[src/ewmv_pkg.sv]
`timescale 1ns / 1ps
// ---------------------------------------------------------------------------
// ewmv_pkg
// Shared types and constants of the moving mean / variance threshold block.
// ---------------------------------------------------------------------------
package ewmv_pkg;

   // fixed field widths
   localparam int TICK_W    = 64;
   localparam int VAR_W     = 64;
   localparam int DEV_W     = 32;
   localparam int WEIGHT_W  = 16;
   localparam int CSR_IDX_W = 4;
   localparam int CSR_DAT_W = 32;

   // accumulator for the weighted sums: (65536 * 2^64) plus rounding
   localparam int ACC_W     = 82;

   // one restoring step per result bit of the square root
   localparam int ROOT_STEPS = 32;
   localparam int ROOT_CNT_W = 5;

   // alpha of one in Q0.16, needs a 17th bit
   localparam logic [16:0] ONE_Q16 = 17'h10000;

   // register indexes on the configuration port
   localparam logic [CSR_IDX_W-1:0] REG_SMOOTHING = 4'd0;
   localparam logic [CSR_IDX_W-1:0] REG_MULTIPLIER = 4'd1;
   localparam logic [CSR_IDX_W-1:0] REG_WARMUP    = 4'd2;
   localparam logic [CSR_IDX_W-1:0] REG_FLOOR     = 4'd3;

   // multiplier operand selects; the six accumulated partial products come
   // first, odd codes land in the upper half of the accumulator
   localparam int MUL_SEL_W = 3;
   localparam logic [MUL_SEL_W-1:0] MUL_MEAN_LO = 3'd0;
   localparam logic [MUL_SEL_W-1:0] MUL_MEAN_HI = 3'd1;
   localparam logic [MUL_SEL_W-1:0] MUL_VAR_LO  = 3'd2;
   localparam logic [MUL_SEL_W-1:0] MUL_VAR_HI  = 3'd3;
   localparam logic [MUL_SEL_W-1:0] MUL_SQ_LO   = 3'd4;
   localparam logic [MUL_SEL_W-1:0] MUL_SQ_HI   = 3'd5;
   localparam logic [MUL_SEL_W-1:0] MUL_MAG_SQ  = 3'd6;
   localparam logic [MUL_SEL_W-1:0] MUL_LIMIT   = 3'd7;

   // commands from the controller to the datapath
   typedef struct packed {
      logic                 ld;        // capture input word, arm square root
      logic                 diff;      // deviation from the current mean
      logic                 mul_go;    // register one product
      logic [MUL_SEL_W-1:0] mul_sel;   // operand pair
      logic                 sq_ld;     // capture squared deviation
      logic                 acc_go;    // add product into accumulator
      logic                 mean_upd;  // commit new mean
      logic                 var_upd;   // commit new variance and count
      logic                 root_step; // one square root step
      logic                 dev_ld;    // floor the root
      logic                 out_ld;    // load the output word
   } ewmv_cmd_type;

endpackage

[src/ewma_mean_variance_threshold.sv]
`timescale 1ns / 1ps
// ---------------------------------------------------------------------------
// ewma_mean_variance_threshold
// Exponentially weighted mean and variance tracker with a mean + n*sigma
// threshold, reported on request.
// ---------------------------------------------------------------------------
//
//   channel   direction  fields (lowest bit first)
//   --------  ---------  ----------------------------------------------------
//   req_      in         tuser: action; tdata: sample, tick_number
//   rsp_      out        tdata: report_tick, mean_value, deviation,
//                               limit_value, warm
//   csr_      in         index 0 smoothing, 1 multiplier, 2 warmup, 3 floor
//
//   A sample word occupies the block from acceptance through the
//   deviation step, the squared deviation and six passes through the one
//   shared 32x32 multiplier, each followed by an accumulate.
//   A tick word occupies it through the 32 steps of the bit-serial
//   square root, then floor, multiply and clip.
//   The finished report waits in the output register, so the next word is
//   taken while it is held; a tick stalls before its output load only while
//   the previous report still waits.
//   Synchronous active-high reset restores the register defaults and zeroes
//   mean, variance and count. csr_ready is always high.
// ---------------------------------------------------------------------------
module ewma_mean_variance_threshold #(
   parameter int SAMPLE_WIDTH = 32,
   localparam int REQ_W = ((SAMPLE_WIDTH + 64 + 7) / 8) * 8,
   localparam int RSP_W = ((2 * SAMPLE_WIDTH + 97 + 7) / 8) * 8
) (
   input  logic                              clock,
   input  logic                              reset,
   // request words
   input  logic                              req_tvalid,
   output logic                              req_tready,
   input  logic [REQ_W-1:0]                  req_tdata,   // sample, tick_number
   input  logic                              req_tuser,   // action (1 = tick)
   // report words
   output logic                              rsp_tvalid,
   input  logic                              rsp_tready,
   output logic [RSP_W-1:0]                  rsp_tdata,   // report_tick, mean_value,
                                                          // deviation, limit_value, warm
   // register writes
   input  logic                              csr_valid,
   output logic                              csr_ready,
   input  logic [ewmv_pkg::CSR_IDX_W-1:0]    csr_index,
   input  logic [ewmv_pkg::CSR_DAT_W-1:0]    csr_data
);
   import ewmv_pkg::*;

   localparam int PAD_W = RSP_W - (2 * SAMPLE_WIDTH + TICK_W + DEV_W + 1);

   ewmv_cmd_type            cmd;
   logic [TICK_W-1:0]       out_tick;
   logic [SAMPLE_WIDTH-1:0] out_mean, out_limit;
   logic [DEV_W-1:0]        out_dev;
   logic                    out_warm;

   // register writes are taken at once; software writes only when idle, which the block does not enforce
   assign csr_ready = 1'b1;

   // sequencer: one word in flight
   ewmv_ctrl u_ctrl (
      .clock      (clock),
      .reset      (reset),
      .req_tvalid (req_tvalid),
      .req_tready (req_tready),
      .req_tuser  (req_tuser),
      .rsp_tvalid (rsp_tvalid),
      .rsp_tready (rsp_tready),
      .cmd        (cmd)
   );

   // arithmetic and state
   ewmv_datapath #(
      .SAMPLE_WIDTH (SAMPLE_WIDTH)
   ) u_datapath (
      .clock     (clock),
      .reset     (reset),
      .cmd       (cmd),
      .csr_we    (csr_valid & csr_ready),
      .csr_index (csr_index),
      .csr_data  (csr_data),
      .in_sample (req_tdata[SAMPLE_WIDTH-1:0]),
      .in_tick   (req_tdata[SAMPLE_WIDTH +: TICK_W]),
      .out_tick  (out_tick),
      .out_mean  (out_mean),
      .out_dev   (out_dev),
      .out_limit (out_limit),
      .out_warm  (out_warm)
   );

   // pack the report, first field lowest, zero fill to whole bytes
   assign rsp_tdata = {{PAD_W{1'b0}}, out_warm, out_limit, out_dev, out_mean, out_tick};

endmodule

[src/ewmv_ctrl.sv]
`timescale 1ns / 1ps
// ---------------------------------------------------------------------------
// ewmv_ctrl
// Sequencer: walks each sample or tick through the datapath and owns the
// output word valid flag.
// ---------------------------------------------------------------------------
module ewmv_ctrl (
   input  logic                  clock,
   input  logic                  reset,
   input  logic                  req_tvalid,
   output logic                  req_tready,
   input  logic                  req_tuser,
   output logic                  rsp_tvalid,
   input  logic                  rsp_tready,
   output ewmv_pkg::ewmv_cmd_type cmd
);
   import ewmv_pkg::*;

   localparam logic [3:0] S_IDLE    = 4'd0;
   localparam logic [3:0] S_DIFF    = 4'd1;
   localparam logic [3:0] S_SQ_MUL  = 4'd2;
   localparam logic [3:0] S_SQ_LOAD = 4'd3;
   localparam logic [3:0] S_MUL     = 4'd4;
   localparam logic [3:0] S_ACC     = 4'd5;
   localparam logic [3:0] S_MEAN    = 4'd6;
   localparam logic [3:0] S_VAR     = 4'd7;
   localparam logic [3:0] S_ROOT    = 4'd8;
   localparam logic [3:0] S_FLOOR   = 4'd9;
   localparam logic [3:0] S_LIM_MUL = 4'd10;
   localparam logic [3:0] S_LIMIT   = 4'd11;

   logic [3:0]            state_ff, state_in;
   logic [MUL_SEL_W-1:0]  step_ff, step_in;
   logic [ROOT_CNT_W-1:0] cnt_ff, cnt_in;
   logic                  valid_ff, valid_in;

   assign req_tready = (state_ff == S_IDLE);
   assign rsp_tvalid = valid_ff;

   always_comb begin
      state_in = state_ff;
      step_in  = step_ff;
      cnt_in   = cnt_ff;
      cmd      = '0;
      cmd.mul_sel = step_ff;
      case (state_ff)
         S_IDLE: begin
            cnt_in = '0;
            if (req_tvalid) begin
               cmd.ld   = 1'b1;
               state_in = req_tuser ? S_ROOT : S_DIFF;
            end
         end
         S_DIFF: begin
            cmd.diff = 1'b1;
            state_in = S_SQ_MUL;
         end
         S_SQ_MUL: begin
            cmd.mul_go  = 1'b1;
            cmd.mul_sel = MUL_MAG_SQ;
            state_in    = S_SQ_LOAD;
         end
         S_SQ_LOAD: begin
            cmd.sq_ld = 1'b1;
            step_in   = MUL_MEAN_LO;
            state_in  = S_MUL;
         end
         S_MUL: begin
            cmd.mul_go = 1'b1;
            state_in   = S_ACC;
         end
         S_ACC: begin
            cmd.acc_go = 1'b1;
            if (step_ff == MUL_MEAN_HI) begin
               state_in = S_MEAN;
            end else if (step_ff == MUL_SQ_HI) begin
               state_in = S_VAR;
            end else begin
               step_in  = step_ff + 1'b1;
               state_in = S_MUL;
            end
         end
         S_MEAN: begin
            cmd.mean_upd = 1'b1;
            step_in      = MUL_VAR_LO;
            state_in     = S_MUL;
         end
         S_VAR: begin
            cmd.var_upd = 1'b1;
            state_in    = S_IDLE;
         end
         S_ROOT: begin
            cmd.root_step = 1'b1;
            cnt_in        = cnt_ff + 1'b1;
            if (cnt_ff == ROOT_CNT_W'(ROOT_STEPS - 1)) begin
               state_in = S_FLOOR;
            end
         end
         S_FLOOR: begin
            cmd.dev_ld = 1'b1;
            state_in   = S_LIM_MUL;
         end
         S_LIM_MUL: begin
            cmd.mul_go  = 1'b1;
            cmd.mul_sel = MUL_LIMIT;
            state_in    = S_LIMIT;
         end
         S_LIMIT: begin
            // hold until the output register is free or drains this cycle
            if (!valid_ff || rsp_tready) begin
               cmd.out_ld = 1'b1;
               state_in   = S_IDLE;
            end
         end
         default: begin
            state_in = S_IDLE;
         end
      endcase
   end

   always_comb begin
      if (cmd.out_ld) begin
         valid_in = 1'b1;
      end else if (rsp_tready) begin
         valid_in = 1'b0;
      end else begin
         valid_in = valid_ff;
      end
   end

   always_ff @(posedge clock) begin
      if (reset) begin
         state_ff <= S_IDLE;
         step_ff  <= MUL_MEAN_LO;
         cnt_ff   <= '0;
         valid_ff <= 1'b0;
      end else begin
         state_ff <= state_in;
         step_ff  <= step_in;
         cnt_ff   <= cnt_in;
         valid_ff <= valid_in;
      end
   end

endmodule

[src/ewmv_datapath.sv]
`timescale 1ns / 1ps
// ---------------------------------------------------------------------------
// ewmv_datapath
// Estimator state, configuration registers, shared 32x32 multiplier,
// weighted-sum accumulator, bit-serial square root and output word.
// ---------------------------------------------------------------------------
module ewmv_datapath #(
   parameter int SAMPLE_WIDTH = 32
) (
   input  logic                                 clock,
   input  logic                                 reset,
   input  ewmv_pkg::ewmv_cmd_type               cmd,
   input  logic                                 csr_we,
   input  logic [ewmv_pkg::CSR_IDX_W-1:0]       csr_index,
   input  logic [ewmv_pkg::CSR_DAT_W-1:0]       csr_data,
   input  logic [SAMPLE_WIDTH-1:0]              in_sample,
   input  logic [ewmv_pkg::TICK_W-1:0]          in_tick,
   output logic [ewmv_pkg::TICK_W-1:0]          out_tick,
   output logic [SAMPLE_WIDTH-1:0]              out_mean,
   output logic [ewmv_pkg::DEV_W-1:0]           out_dev,
   output logic [SAMPLE_WIDTH-1:0]              out_limit,
   output logic                                 out_warm
);
   import ewmv_pkg::*;

   localparam int DX_W  = SAMPLE_WIDTH + 1;
   localparam int SCL_W = 40;  // (Q8.8 * Q32.0) >> 8
   localparam int SUM_W = ((SAMPLE_WIDTH > SCL_W + 1) ? SAMPLE_WIDTH : SCL_W + 1) + 1;

   // configuration
   logic [WEIGHT_W-1:0] alpha_ff, mult_ff, warmup_ff;
   logic [DEV_W-1:0]    floor_ff;

   // estimator state
   logic [SAMPLE_WIDTH-1:0] mean_ff, mean_in;
   logic [VAR_W-1:0]        var_ff, var_in;
   logic [WEIGHT_W-1:0]     count_ff, count_in;

   // working registers
   logic [SAMPLE_WIDTH-1:0] x_ff;
   logic [TICK_W-1:0]       tick_ff;
   logic [DX_W-1:0]         dx_ff, dx_in, mag_ff, mag_in;
   logic [VAR_W-1:0]        sq_ff, prod_ff, prod_in;
   logic [ACC_W-1:0]        acc_ff, acc_in;
   logic [VAR_W-1:0]        rad_ff;
   logic [DEV_W+1:0]        rem_ff, rem_in;
   logic [DEV_W-1:0]        root_ff, root_in, dev_ff;

   // output word
   logic [TICK_W-1:0]       o_tick_ff;
   logic [SAMPLE_WIDTH-1:0] o_mean_ff, o_lim_ff, lim_in;
   logic [DEV_W-1:0]        o_dev_ff;
   logic                    o_warm_ff;

   logic [VAR_W-1:0]        mag64;
   logic [16:0]             keep_w;
   logic [31:0]             op_a, op_b;
   logic [ACC_W-1:0]        addend;
   logic signed [ACC_W-1:0] macc, mrnd;
   logic [DEV_W+3:0]        cur, trial, sub;
   logic signed [SUM_W-1:0] lim_sum, smax_ext;

   assign mag64  = {{(VAR_W-DX_W){1'b0}}, mag_ff};
   assign keep_w = ONE_Q16 - {1'b0, alpha_ff};

   // operand select for the shared multiplier
   always_comb begin
      case (cmd.mul_sel)
         MUL_MEAN_LO: begin op_a = {16'd0, alpha_ff};  op_b = mag64[31:0];   end
         MUL_MEAN_HI: begin op_a = {16'd0, alpha_ff};  op_b = mag64[63:32];  end
         MUL_VAR_LO:  begin op_a = {15'd0, keep_w};    op_b = var_ff[31:0];  end
         MUL_VAR_HI:  begin op_a = {15'd0, keep_w};    op_b = var_ff[63:32]; end
         MUL_SQ_LO:   begin op_a = {16'd0, alpha_ff};  op_b = sq_ff[31:0];   end
         MUL_SQ_HI:   begin op_a = {16'd0, alpha_ff};  op_b = sq_ff[63:32];  end
         MUL_MAG_SQ:  begin op_a = mag64[31:0];        op_b = mag64[31:0];   end
         MUL_LIMIT:   begin op_a = {16'd0, mult_ff};   op_b = dev_ff;        end
         default:     begin op_a = '0;                 op_b = '0;            end
      endcase
      prod_in = op_a * op_b;
   end

   // deviation from the old mean and its magnitude
   always_comb begin
      dx_in  = $signed({x_ff[SAMPLE_WIDTH-1], x_ff})
             - $signed({mean_ff[SAMPLE_WIDTH-1], mean_ff});
      mag_in = dx_in[DX_W-1] ? (~dx_in + DX_W'(1)) : dx_in;
   end

   // accumulate; odd selects are upper partial products, which stay below
   // 2^50, so shift their low bits up by 32
   always_comb begin
      if (cmd.mul_sel == MUL_MEAN_HI || cmd.mul_sel == MUL_VAR_HI
          || cmd.mul_sel == MUL_SQ_HI) begin
         addend = {prod_ff[ACC_W-33:0], 32'd0};
      end else begin
         addend = {{(ACC_W-VAR_W){1'b0}}, prod_ff};
      end
      acc_in = acc_ff + addend;
   end

   // mean: restore the sign of alpha*|dx|, round half up, drop 16 bits
   always_comb begin
      macc    = dx_ff[DX_W-1] ? $signed(~acc_ff + ACC_W'(1)) : $signed(acc_ff);
      mrnd    = (macc + $signed(ACC_W'(32768))) >>> 16;
      mean_in = mean_ff + mrnd[SAMPLE_WIDTH-1:0];
   end

   // variance: saturate the rounded weighted sum
   always_comb begin
      var_in   = (acc_ff[ACC_W-1:VAR_W+16] != '0) ? '1 : acc_ff[VAR_W+15:16];
      count_in = (count_ff == '1) ? count_ff : count_ff + 1'b1;
   end

   // one restoring square root step, two radicand bits at a time
   always_comb begin
      cur   = {rem_ff, rad_ff[VAR_W-1:VAR_W-2]};
      trial = {2'b00, root_ff, 2'b01};
      sub   = cur - trial;
      if (cur >= trial) begin
         rem_in  = sub[DEV_W+1:0];
         root_in = {root_ff[DEV_W-2:0], 1'b1};
      end else begin
         rem_in  = cur[DEV_W+1:0];
         root_in = {root_ff[DEV_W-2:0], 1'b0};
      end
   end

   // threshold: only a non-negative term is added, so clip the top only
   always_comb begin
      lim_sum  = $signed({{(SUM_W-SAMPLE_WIDTH){mean_ff[SAMPLE_WIDTH-1]}}, mean_ff})
               + $signed({{(SUM_W-SCL_W){1'b0}}, prod_ff[SCL_W+7:8]});
      smax_ext = $signed({{(SUM_W-SAMPLE_WIDTH+1){1'b0}}, {(SAMPLE_WIDTH-1){1'b1}}});
      lim_in   = (lim_sum > smax_ext) ? {1'b0, {(SAMPLE_WIDTH-1){1'b1}}}
                                      : lim_sum[SAMPLE_WIDTH-1:0];
   end

   // configuration and estimator state
   always_ff @(posedge clock) begin
      if (reset) begin
         alpha_ff  <= 16'd66;
         mult_ff   <= 16'd512;
         warmup_ff <= 16'd1000;
         floor_ff  <= 32'd1;
         mean_ff   <= '0;
         var_ff    <= '0;
         count_ff  <= '0;
      end else begin
         if (csr_we) begin
            case (csr_index)
               REG_SMOOTHING:  alpha_ff  <= csr_data[WEIGHT_W-1:0];
               REG_MULTIPLIER: mult_ff   <= csr_data[WEIGHT_W-1:0];
               REG_WARMUP:     warmup_ff <= csr_data[WEIGHT_W-1:0];
               REG_FLOOR:      floor_ff  <= csr_data[DEV_W-1:0];
               default:        ;
            endcase
         end
         if (cmd.mean_upd) begin
            mean_ff <= mean_in;
         end
         if (cmd.var_upd) begin
            var_ff   <= var_in;
            count_ff <= count_in;
         end
      end
   end

   // working and output registers
   always_ff @(posedge clock) begin
      if (cmd.ld) begin
         x_ff    <= in_sample;
         tick_ff <= in_tick;
         rad_ff  <= var_ff;
         rem_ff  <= '0;
         root_ff <= '0;
      end else if (cmd.root_step) begin
         rad_ff  <= {rad_ff[VAR_W-3:0], 2'b00};
         rem_ff  <= rem_in;
         root_ff <= root_in;
      end
      if (cmd.diff) begin
         dx_ff  <= dx_in;
         mag_ff <= mag_in;
         acc_ff <= '0;
      end else if (cmd.acc_go) begin
         acc_ff <= acc_in;
      end else if (cmd.mean_upd) begin
         acc_ff <= ACC_W'(32768);
      end
      if (cmd.mul_go) begin
         prod_ff <= prod_in;
      end
      if (cmd.sq_ld) begin
         sq_ff <= (mag64[63:32] != 32'd0) ? '1 : prod_ff;
      end
      if (cmd.dev_ld) begin
         dev_ff <= (root_ff < floor_ff) ? floor_ff : root_ff;
      end
      if (cmd.out_ld) begin
         o_tick_ff <= tick_ff;
         o_mean_ff <= mean_ff;
         o_dev_ff  <= dev_ff;
         o_lim_ff  <= lim_in;
         o_warm_ff <= (count_ff >= warmup_ff);
      end
   end

   assign out_tick  = o_tick_ff;
   assign out_mean  = o_mean_ff;
   assign out_dev   = o_dev_ff;
   assign out_limit = o_lim_ff;
   assign out_warm  = o_warm_ff;

endmodule

[config.mk]
export PLATFORM = sky130hd
export DESIGN_NAME = ewma_mean_variance_threshold
export DESIGN_NICKNAME = d
export VERILOG_FILES = /design/src/ewmv_pkg.sv /design/src/ewma_mean_variance_threshold.sv /design/src/ewmv_ctrl.sv /design/src/ewmv_datapath.sv
export SDC_FILE = /design/constraint.sdc
export NUM_CORES = 2
export LEC_CHECK = 0
export ABC_AREA = 1
export ABC_CLOCK_PERIOD_IN_PS = 17900
export BUFFER_PORTS_ARGS = -buffer_cell sky130_fd_sc_hd__buf_2
export CORE_UTILIZATION = 55
export CTS_BUF_LIST = sky130_fd_sc_hd__clkbuf_8
export CTS_CLUSTER_DIAMETER = 60
export DETAILED_ROUTE_END_ITERATION = 16
export PLACE_DENSITY = 0.78
export SLEW_MARGIN = 20
export SYNTH_ARGS = -nofsm -noshare
export SYNTH_HDL_FRONTEND = slang
export SYNTH_HIERARCHICAL = 1
export SYNTH_SLANG_ARGS = --single-unit
export TNS_END_PERCENT = 20
[constraint.sdc]
create_clock -name clock -period 17.9 [get_ports clock]
set_clock_uncertainty 0.15 [all_clocks]
set_input_delay 5.37 -clock clock [delete_from_list [all_inputs] [get_ports clock]]
set_output_delay 5.37 -clock clock [all_outputs]
set_load 0.02 [all_outputs]
Word level (Yosys, flattened, before mapping):

Index checks and enable logic that the tools add are counted.
W data, S select, Z words.

* logic and storage cells: 142
* flip-flop bits (word level): 900
* input bits: 138

* bitwise operators: 3
* add/sub/neg operators: 12
* reduce and logical (&&, ||, !) cells: 25
* order comparisons: 4
* equal/unequal tests: 30
* multipliers: 1
* muxes and demuxes: 39

Operators by type and width (count)
* $mux W82: 3
* $pmux W32 S7: 1
* $mux W64: 3
* $pmux W32 S4: 1
* $add A82 B82 Y82: 1
* $mul A32 B32 Y64: 1
* $mux W32: 2
* $add A48 B1 Y48 const B: 1
* $add A48 B17 Y48 const B: 1
* $mux W48: 1
* $not A48 Y48: 1
* $add A32 B41 Y42: 1
* $gt A42 B32 Y1 const B: 1
* $pmux W4 S10: 1
* $ge A36 B34 Y1: 1
* $mux W34: 1
* $sub A34 B34 Y34: 1
* $add A33 B1 Y33 const B: 1
* $not A33 Y33: 1
* $sub A32 B32 Y33: 1
* $add A32 B32 Y32: 1
* $lt A32 B32 Y1: 1
* $sub A17 B16 Y17 const A: 1
* $add A16 B1 Y16 const B: 1
* 33 further kinds: 85

Longest topological paths before layout:

* depth in word-level cells: 8
* gate-level depth with buffers: 47

Cells and area by module:

Netlist, hierarchy kept.

Modules (own cells, without submodules)
* ewmv_datapath: times used 1, area each 83072.2 sq um, cells each 10353, sequential area each 22271.4 sq um
* ewmv_ctrl: times used 1, area each 800.8 sq um, cells each 130, sequential area each 260.2 sq um
* ewma_mean_variance_threshold: times used 1, area each 75.1 sq um, cells each 11, sequential area each 0.0 sq um

Worst setup path after synthesis:

No wires, ideal clock.

* kind: input -> register
* start: in req_tvalid
* end: reg u_datapath.rad_ff[0], enable pin
* path slack: 5.382 ns
* stages: 6
* required time: 17.297 ns
* arrival: 11.914 ns
* setup time: 0.453 ns
* cell sequence: inv_1 nor2_1 clkbuf_1 nor2_1 inv_1 buf_1

RTL lines
* from (decl): line ewma_mean_variance_threshold.sv:34 `input logic req_tvalid,`
* to (signal assigned): line ewmv_datapath.sv:172 `rad_ff <= var_ff;`
* to (signal assigned): line ewmv_datapath.sv:176 `rad_ff <= {rad_ff[VAR_W-3:0], 2'b00};`
* to (decl): line ewmv_datapath.sv:45 `logic [VAR_W-1:0] rad_ff;`

==> results.toml <==
[grt]
grt_pass1_vias = 74170
grt_first_pass_wirelength_um = 480500
grt_use_total_pct = 42.91
grt_max_degree = 152
antenna_found_initial = 37
grt-ovfl-total = 0

[synthesis]
async_flop_share_pct = 0
seq_area_frac_synth_pct = 26.84
ys_ff_latch = 868
synthCells = 10494
synth_edf_count = 515
synthesis.area_um2 = 83950
synth_flop_cell = "edfxtp_1"
yosys_warnings = 6
postSynthAreaPerCell_um2 = 8.000
synthDistinctLibCells = 76

[cells_and_area]
nets = 12310
multi_input_area_um2 = 52300
seq_area_um2 = 22530
final_cell_mix = "2099 x inv_1, 1964 x nand2_1, 1277 x nor2_1, 900 x fa_1, 624 x a21oi_1"
final_common_cell = "inv_1"
syn_to_final_growth_pct = 8.159
drive_above_1_share_pct = 7.532
fillers = 13811

[min_path]
hold_path_class = "flip-flop to flip-flop"

[sta]
rsz0062_at_grt = "no"
worstMarginPinSlew_ns = 1.220
hold_ws_ns = 0.2599
setup_viol = 0
relSlewSlack_pct = 17.82
post-route-period-util_pct = 63.93
hold_viol = 0
setup-tns-final_ns = 0
fmax_mhz = 87.38
finalWorstSetupSlack_ns = 6.456
min_period_ns = 11.44
drv_slew = 0

[worst_setup_path]
startpoint_type = "flip-flop"
arrival_ns = 11.91
path_max_fanout = 19
crit_slowest_cell = "inv_1"
worstSetupEndpointType = "flip-flop"
cp.required_ns = 18.37
crit_path_frequent_cell = "inv_1"
critPathKind = "flip-flop to flip-flop"
slowest_delay_ns = 0.94

[routing]
ant_nets = 0
first_iter_violations = 9555
vias_per_cell = 5.929
wl_per_cell_um = 25.71
firstDrtPassIters = 7
drcViolationCount = 0
routed_wl_um = 332000
num_vias = 76549

[cts]
cts_root_buf = "clkbuf_8"
cts-resized-gates = 0
clock_latency_ns = 0.91
cts_hold_buf = 0
cts_made_buffers = 157
clk_pin_slew_worst_paths_ns = 0.06
clock-sinks = 868
cts_setup_buffers = 0
clock_path_buffers = 3
h-tree-depth = 4
cts_tree = "done"

[placed_design]
dp_hpwl_um = 265700
portBuffers = 300
gp_congestion = 1.089
pre_cts_ws_ns = 6.757

[floorplanning]
ioPinCount = 309
die_h_um = 392.7
start_util_pct = 55.33
die_w_um = 392.7
die_area_um2 = 154200
core_area_um2 = 151700
fp-row-count = 143

[outcome]
status = "finished, final reports clean"

[run]
drv_cap = 0
[worst max-delay path: cells and delay by family, from the launching register on]
| kind | cells | cell delay (ns) |
|---|---|---|
| compound gates | 8 | 2.21 |
| simple gates | 7 | 1.95 |
| fa+ha+maj | 9 | 4.32 |
| buf+inv | 10 | 2.03 |
| flops | 1 | 0.38 |
| xor+xnor | 1 | 0.08 |
[state kept, by name, indices dropped and copies added, names as in the netlist, 16 cells and up]
| name | count |
|---|---|
| u_datapath/acc_ff | 82 |
| u_datapath/out_tick | 64 |
| u_datapath/prod_ff | 64 |
| u_datapath/rad_ff | 64 |
| u_datapath/sq_ff | 64 |
| u_datapath/tick_ff | 64 |
| u_datapath/var_ff | 64 |
| u_datapath/rem_ff | 34 |
| u_datapath/mag_ff | 33 |
| u_datapath/dev_ff | 32 |
| u_datapath/floor_ff | 32 |
| u_datapath/mean_ff | 32 |
| u_datapath/out_dev | 32 |
| u_datapath/out_limit | 32 |
| u_datapath/out_mean | 32 |
| u_datapath/root_ff | 32 |
| u_datapath/x_ff | 32 |
| u_datapath/alpha_ff | 16 |
| u_datapath/count_ff | 16 |
| u_datapath/mult_ff | 16 |
| u_datapath/warmup_ff | 16 |
[final timing paths]
| kind | from | end | slack (ns) | depth (start not counted) |
|---|---|---|---|---|
| worst min register to register | u_datapath/tick_ff[19]$_DFFE_PP_ | u_datapath/out_tick[19]$_DFFE_PP_ | 0.26 | 0 |
| worst max-delay path | u_ctrl/state_ff[1]$_SDFFE_PP0P_ | u_datapath/prod_ff[35]$_DFFE_PP_ | 6.46 | 35 |
| worst max register to register | u_ctrl/state_ff[1]$_SDFFE_PP0P_ | u_datapath/prod_ff[35]$_DFFE_PP_ | 6.46 | 35 |
| worst min-delay path | u_datapath/tick_ff[19]$_DFFE_PP_ | u_datapath/out_tick[19]$_DFFE_PP_ | 0.26 | 0 |
[stage by stage]
stage / instance area [um^2] / utilization, % / instances
4_1_cts: 90740 / 59.81 / 12891
2_1_floorplan: 83970 / - / 10500
6_report: 90800 / 59.84 / 12912
5_1_grt: 90760 / 59.82 / 12898
3_3_place_gp: 87550 / 57.70 / 12606
3_5_place_dp: 87550 / 57.70 / 12606
[per-layer routing]
metal  up-vias  global-route usage (%)  wire [um]  part of all wire, %
li1      33591                       -          -                    -
met1     37059                   57.21     128000                   39
met2      4903                   60.53     135900                   41
met3       979                   15.63      47430                   14
met4        17                   22.67      20470                  6.2
met5         -                  0.6380        172                0.052
[synth_stat cells, types with 57 or more instances]
master	number	area [um^2]
inv_1	2050	7695
nand2_1	1967	7383
nor2_1	1289	4838
fa_1	900	18020
a21oi_1	625	3128
o21ai_0	565	2828
ha_1	537	6719
edfxtp_1	515	15460
dfxtp_1	353	7067
nand3_1	255	1276
clkbuf_1	220	825.8
xor2_1	144	1261
a31oi_1	131	819.5
xnor2_1	88	770.7
buf_2	83	415.4
nor3_1	83	415.4
a21boi_0	61	457.9
nand4_1	57	356.6
[layout make-up]
type | instances | share of cell area [%]
multi-input combinational | 7209 | 57.61
sequential | 868 | 24.82
inverter | 2092 | 8.654
tap | 2030 | 2.797
timing repair buffer | 407 | 2.552
clock buffer | 166 | 2.516
clock inverter | 119 | 1.002
antenna | 21 | 0.05788
[cells by family after synthesis]
logic type      count (synthesis)  share of synthesized area, %
compound gates               1695                         11.44
xor+xnor                      237                         2.517
fa+ha+maj                    1437                         29.47
buf+inv                      2423                         11.07
flops                         868                         26.84
other cells                     2                      0.008946
simple gates                 3832                         18.66
Power is left out: the tool's default activity adds up to more than one toggle a clock period on the data nets, which glitch-free logic cannot reach.
